File: src/sv/pwa_pkg.sv
// ----------------------------------------------------------------------------
// pwa_pkg
// shared widths, register indexes and pipeline depths of the warp address unit
// ----------------------------------------------------------------------------
package pwa_pkg;

  localparam int COORD_BITS = 16;             // active bits of coordinates and sizes
  localparam int CoordW     = 16;             // port width of coordinate fields
  localparam int CoefW      = 32;             // one matrix coefficient
  localparam int CfgW       = 64;             // widest configuration register
  localparam int CfgIdxW    = 3;
  localparam int ProdW      = CoefW + COORD_BITS + 1;
  localparam int SumW       = ProdW + 2;
  localparam int MagW       = SumW - 1;
  localparam int QuoW       = 16;             // quotient bits kept
  localparam int FracShift  = 8;              // numerator scale to match the denominator
  localparam int RemW       = MagW + QuoW + 2;
  localparam int DivLat     = QuoW + 2;       // magnitude stage, setup stage, one per bit
  localparam int FrontLat   = 2;              // product stage, sum stage
  localparam int Latency    = FrontLat + DivLat + 1;

  typedef enum logic [CfgIdxW-1:0] {
    REG_X_ROW_GAINS       = 3'd0,
    REG_Y_ROW_GAINS       = 3'd1,
    REG_ROW_OFFSETS       = 3'd2,
    REG_PERSPECTIVE_TERMS = 3'd3,
    REG_IMAGE_SIZE        = 3'd4
  } cfg_reg_t;

endpackage

File: src/sv/pwa_divider.sv
// ----------------------------------------------------------------------------
// pwa_divider
// pipelined restoring divider, one quotient bit per stage, with overflow flag
// ----------------------------------------------------------------------------
module pwa_divider (
  input  logic                               clk,
  input  logic signed [pwa_pkg::SumW-1:0]    num,
  input  logic signed [pwa_pkg::SumW-1:0]    den,
  output logic [pwa_pkg::QuoW-1:0]           quo,
  output logic                               neg,
  output logic                               ovf
);

  localparam int QW = pwa_pkg::QuoW;
  localparam int RW = pwa_pkg::RemW;
  localparam int MW = pwa_pkg::MagW;

  logic signed [pwa_pkg::SumW-1:0] num_abs, den_abs;
  logic [MW-1:0]  n_mag, d_mag;
  logic           neg_a;
  logic [RW-1:0]  n_shift, d_limit;

  logic [RW-1:0]  rem  [0:QW];
  logic [MW-1:0]  dv   [0:QW];
  logic [QW-1:0]  qv   [0:QW];
  logic           negv [0:QW];
  logic           ovfv [0:QW];

  assign num_abs = num[pwa_pkg::SumW-1] ? -num : num;
  assign den_abs = den[pwa_pkg::SumW-1] ? -den : den;

  // magnitudes and result sign
  always_ff @(posedge clk) begin
    n_mag <= num_abs[MW-1:0];
    d_mag <= den_abs[MW-1:0];
    neg_a <= num[pwa_pkg::SumW-1] ^ den[pwa_pkg::SumW-1];
  end

  assign n_shift = RW'(n_mag) << pwa_pkg::FracShift;
  assign d_limit = RW'(d_mag) << QW;

  // quotient of 2^16 or more cannot be in range; zero denominator lands here too
  always_ff @(posedge clk) begin
    rem[0]  <= n_shift;
    dv[0]   <= d_mag;
    qv[0]   <= '0;
    negv[0] <= neg_a;
    ovfv[0] <= n_shift >= d_limit;
  end

  for (genvar k = 0; k < QW; k++) begin : g_bit
    logic [RW-1:0] d_sh;
    logic          ge;
    assign d_sh = RW'(dv[k]) << (QW - 1 - k);
    assign ge   = rem[k] >= d_sh;
    always_ff @(posedge clk) begin
      rem[k+1]  <= ge ? rem[k] - d_sh : rem[k];
      dv[k+1]   <= dv[k];
      qv[k+1]   <= {qv[k][QW-2:0], ge};
      negv[k+1] <= negv[k];
      ovfv[k+1] <= ovfv[k];
    end
  end

  assign quo = qv[QW];
  assign neg = negv[QW];
  assign ovf = ovfv[QW];

endmodule

File: config.mk
export PLATFORM = sky130hd
export DESIGN_NAME = pwa_divider
export DESIGN_NICKNAME = d
export VERILOG_FILES = /design/src/sv/pwa_pkg.sv /design/src/sv/pwa_divider.sv
export SDC_FILE = /design/constraint.sdc
export NUM_CORES = 2
export LEC_CHECK = 0
export BUFFER_PORTS_ARGS = -buffer_cell sky130_fd_sc_hd__buf_2
export CAP_MARGIN = 10
export CORE_MARGIN = 5
export CORE_UTILIZATION = 60
export CTS_BUF_LIST = sky130_fd_sc_hd__clkbuf_4
export DETAILED_ROUTE_END_ITERATION = 10
export PLACE_DENSITY = 0.76
export SLEW_MARGIN = 20
export SYNTH_ARGS = -nofsm -noshare
export SYNTH_HDL_FRONTEND = slang
export SYNTH_SLANG_ARGS = --single-unit
File: constraint.sdc
create_clock -name clk -period 4.7 [get_ports clk]
set_input_delay 0.94 -clock clk [delete_from_list [all_inputs] [get_ports clk]]
set_output_delay 0.94 -clock clk [all_outputs]
set_load 0.005 [all_outputs]
Yosys cells after proc, flatten, opt, wreduce, memory -nomap -nowiden. Memory sizes are Yosys's and may differ from the RTL's. Index checks and enable logic that the tools add are counted.

RAM bits: 2312. Bits in registers: 101. Input bits: 103. Logic and storage cells: 62. Output and inout port bits: 18. Memories kept: 5.

Memory list: rem (depth 17, width 68, rd ports 16, clocked after memory_dff 0, write ports 17, line pwa_divider.sv:23) `logic [RW-1:0] rem [0:QW];`; dv (depth 17, width 50, rd ports 16, clocked after memory_dff 0, write ports 17, line pwa_divider.sv:24) `logic [MW-1:0] dv [0:QW];`; qv (depth 17, width 16, rd ports 17, clocked after memory_dff 0, write ports 17, line pwa_divider.sv:25) `logic [QW-1:0] qv [0:QW];`; negv (depth 17, width 1, rd ports 17, clocked after memory_dff 0, write ports 17, line pwa_divider.sv:26) `logic negv [0:QW];`; ovfv (depth 17, width 1, rd ports 17, clocked after memory_dff 0, write ports 17, line pwa_divider.sv:27) `logic ovfv [0:QW];`.

Muxes and demuxes: 18. Order comparisons: 17. Bitwise operators: 1. Add/subtract/negate cells: 18.

Operators with widths (count): $mux 68 (16); $mux 50 (2); $neg 50->50 (2); $ge 68x50->1 (1); $ge 68x51->1 (1); $ge 68x52->1 (1); $ge 68x53->1 (1); $ge 68x54->1 (1); $ge 68x55->1 (1); $ge 68x56->1 (1); $ge 68x57->1 (1); $ge 68x58->1 (1); $ge 68x59->1 (1); $ge 68x60->1 (1); $ge 68x61->1 (1); $ge 68x62->1 (1); $ge 68x63->1 (1); $ge 68x64->1 (1); $ge 68x65->1 (1); $sub 68x50->68 (1); $sub 68x51->68 (1); $sub 68x52->68 (1); $sub 68x53->68 (1); $sub 68x54->68 (1); other kinds (13) (13).

Logic depth before layout (Yosys ltp). An unclocked memory read counts as a cell.

Depth after elaboration: 3. Depth in mapped cells: 17. Gate-level depth less buffers: 15.

Least setup slack after synthesis. No wires, ideal clock.

Path type: register to register. Start point: memory rem[0][484] (netlist name). End point: memory rem[0][563] (netlist name). Arrival time: 3.672 ns. Clock period less this slack: 3.805 ns. Required time: 4.568 ns. Library setup time: 0.132 ns. Buffers on the path: 3. Slack: 0.895 ns. Stages on the path, launching flop included: 17. Cells stage by stage: dfxtp_1 > inv_1 > ha_1 > fa_1 > nand2b_1 > a211o_1 > a21oi_1 > a21boi_1 > o21a_1 > o21ai_1 > a21boi_0 > o221a_2 > nand2_1 > clkbuf_1 > clkbuf_1 > buf_1 > a21oi_1.

RTL lines (line): start, declared (pwa_divider.sv:23).

Worst setup path after layout.
Start point: input den[4] (netlist name). End point: register d_mag[42].

Cells in the longest elaborated chain, start to end: 2.

Ends and longest elaborated chain: start, declared (line pwa_divider.sv:8) `input logic signed [pwa_pkg::SumW-1:0] den,`; $neg 50->50 (line pwa_divider.sv:30) `assign den_abs = den[pwa_pkg::SumW-1] ? -den : den;`; $mux 50 (line pwa_divider.sv:30); via den_abs, one bit (line pwa_divider.sv:18) `logic signed [pwa_pkg::SumW-1:0] num_abs, den_abs;`; end signal, assigned (line pwa_divider.sv:35) `d_mag <= den_abs[MW-1:0];`; end, declared (line pwa_divider.sv:19) `logic [MW-1:0] n_mag, d_mag;`.

The timed path passes the listed nets, and every way through them passes these cells.

==> impl_metrics.py <==
metrics = {
    "timing": {
        "setup_violations": 0,
        "slew_violations": 0,
        "timing.slew.headroom_pct": 22.4,
        "fin_skew_ns": 0.126,
        "fin_tns_setup_ns": 0,
        "tightest_slew_ns": 1.15,
        "final_hold_viol_count": 0,
        "timing.final.crit_share_pct": 97.9,
        "fmax_ghz": 0.217,
        "period_minus_slack_ns": 4.60,
        "rsz0062_at_grt": "false",
    },
    "floorplanning": {
        "die-area_mm2": 0.177,
        "initial_core_util_pct": 60.4,
        "coreArea_mm2": 0.167,
        "die_w_um": 420,
        "die_y_um": 420,
        "num_io_pins": 121,
        "row_count": 150,
    },
    "route": {
        "vias": 86100,
        "drt_wl_total_mm": 282,
        "drtPass1Iterations": 9,
        "dr.first_iter.drc_count": 6242,
        "viasPerCell": 5.81,
        "ant_nets": 0,
        "post_drt_wl_per_cell_um": 19.1,
        "drc": 0,
    },
    "worst_setup_path": {
        "crit_arrival_ns": 5.86,
        "max_stage_delay_ns": 0.59,
        "crit_path_cell_trace": "dlygate4sd3_1, buf_2, nor4_1, nand2b_1, nor3_1, nand2_1, or3_1, or2_1, nand2b_1, nand2b_1, or2_1, or3_1, o41ai_2, xnor2_1, dlygate4sd3_1",
        "critPathKind": "input port to flip-flop",
        "crit_family": "simple AND/OR/NAND/NOR gates",
        "crit_top_cell": "nand2b_1",
        "cp-start-kind": "input port",
        "crit_fanout": 5,
        "cp-end-kind": "flip-flop",
        "required_ns": 5.96,
        "cp_num_buf_inv": 3,
        "slowest_stage": "dlygate4sd3_1",
    },
    "power_and_ir_drop": {
        "ir_drop_uv": 489,
        "p_per_area_mw_per_mm2": 715,
        "p_leak_nw": 51.6,
    },
    "clocking": {
        "numCtsBuffers": 539,
        "clock-sinks": 2049,
        "clock_latency_ns": 1.45,
        "clockBufferDepth": 4,
        "cts_tree": "yes",
        "cts.htree.levels": 6,
        "post_cts.repair.setup_buffers": 0,
        "cts_root_buf": "clkbuf_4",
        "path_clk_slew_ns": 0.15,
    },
    "synthesis": {
        "syn_nets": 12600,
        "synthCells": 11700,
        "yosysUniqueCellTypes": 91,
        "yosysSeqAreaShare_pct": 40.6,
        "synth_seq_cells": 2049,
        "synth_edf_count": 0,
        "synth_warnings": 0,
        "synth_area_leader_cell": "dfxtp_1",
        "synth_flop_cell": "dfxtp_1",
        "synthArstFlopShare_pct": 0,
        "synth_area_leaders": "dfxtp_1 41%, ha_1 10%, a21oi_1 5.9%",
        "netlist.area_leader.share_pct": 40.6,
        "synth_area_mm2": 0.101,
        "syn_area_per_cell_um2": 8.64,
    },
    "grt": {
        "grt_first_pass_wirelength_mm": 445,
        "grt.overflow.total": 0,
        "antenna_found_initial": 13,
        "grt_pass1_vias": 88100,
        "grt_max_degree": 99,
        "track_usage_pct": 31.2,
    },
    "finish": {
        "syn2layout_area_growth_pct": 11.3,
        "regArea_mm2": 0.0410,
        "drive_gt1_share_pct": 10.3,
        "final_cell_mix": "2049 x dfxtp_1, 1196 x a21oi_1, 1051 x inv_1",
        "fin_util_pct": 67.2,
        "fill_cells": 13400,
        "fin_cells": 14800,
        "nNetsFinal": 13200,
        "final_common_cell": "dfxtp_1",
        "multi_input_area_mm2": 0.0546,
    },
    "job": {
        "maxCapViolations": 0,
    },
    "place": {
        "routabilityCongestion": 0.973,
        "io_buffers": 120,
        "dp.cells": 13700,
        "dp_hpwl_mm": 211,
    },
    "min_path": {
        "hold_class": "input port to flip-flop",
    },
    "status": {
        "status": "finished clean",
    },
}
## cell type report
type	instances	share of cell area, %
flip-flops and latches	2049	36.5
repair buffers	446	3.25
clock inverters	152	0.805
well taps	2204	2.45
clock buffers	734	4.90
diodes	28	0.0623
inverters	1051	3.51
multi-input cells	8159	48.5
## sequential cells by signal (all words and copies together), names as in the netlist
signal and count:
n_mag 50, dv 800, rem 978, ovfv 17, negv 17, d_mag 50
qv 136, neg_a 1
## logic make-up (layout without fill, tap and decap cells)
kind of cell | after synthesis | count (layout) | share of synthesized area [%]
compound gates | 3309 | 3309 | 20.0
simple gates | 2945 | 2945 | 13.8
flops | 2049 | 2049 | 40.6
buf+inv | 1475 | 2383 | 5.50
xor+xnor | 920 | 920 | 7.98
fa+ha+maj | 851 | 851 | 10.7
mux | 134 | 134 | 1.49
other cells | 0 | 28 | 0
## metrics by stage
step | worst slack [ns] | hold WS [ns] | cell area, um2 | power, mW
after floorplan | 0.895 | 0.310 | 101000 | 54.3
after global placement | 0.362 | 0.310 | 104000 | 63.8
after detailed placement | 0.283 | 0.312 | 104000 | 64.7
after CTS | 0.227 | 0.0278 | 112000 | 79.9
after global routing | 0.0254 | 0.0788 | 112000 | 86.3
final | 0.101 | 0.175 | 112000 | 80.4
## cells in the mapped netlist, drive strengths merged, types with 98 or more instances
cell    instances
dfxtp        2049
a21oi        1198
inv          1051
nand2         987
ha            836
o21ai         807
nor2          763
xnor2         554
a21o          477
clkbuf        384
xor2          366
nand4         233
nand3         181
nor3          180
o21bai        148
mux2          130
o21a          104
nor2b          98
## worst register-to-register path: stages (launching register included)
cell and delay (ns):
dfxtp_1 0.35, inv_1 0.06, ha_1 0.25, fa_1 0.43
nor2b_1 0.29, o31a_1 0.27, o32ai_1 0.14, buf_4 0.17
o21ai_1 0.37, a21oi_1 0.25, nor2_1 0.34, a21oi_1 0.18
o21bai_1 0.17, a21oi_1 0.13, o211ai_1 0.57, xnor2_1 0.12
mux2_2 0.28
## power breakdown
| group | internal [mW] | total (mW) | switching (mW) | leakage, nW |
|---|---|---|---|---|
| combinational | 16.7 | 39.9 | 23.3 | 30.5 |
| sequential | 22.4 | 25.6 | 3.15 | 17.2 |
| clock | 7.81 | 14.9 | 7.09 | 3.86 |
| total | 46.9 | 80.4 | 33.5 | 51.6 |
## timing repair
action,in CTS,in global routing
hold buffers,168,0
setup endpoints to repair,0,6
endpoints found under the hold margin,101,0
resized for setup,0,3
## final timing paths
| path | start | end | slack (ns) | cells past startpoint |
|---|---|---|---|---|
| max | den[4] | d_mag[42] | 0.10 | 15 |
| min reg2reg | dv[0][7] | dv[0][57] | 0.28 | 0 |
| max reg2reg | rem[0][15] | rem[0][125] | 0.18 | 16 |
| min | den[0] | d_mag[0] | 0.17 | 2 |
## metal layers
metal / vias up / wire (um) / track usage (%)
li1: 42000 / - / -
met1: 39500 / 98300 / 29.6
met2: 3414 / 146000 / 59.1
met3: 1204 / 13300 / 4.80
met4: 0 / 25000 / 25.0
met5: - / 0 / 0
No activity file was read; power rests on OpenSTA's default activity.
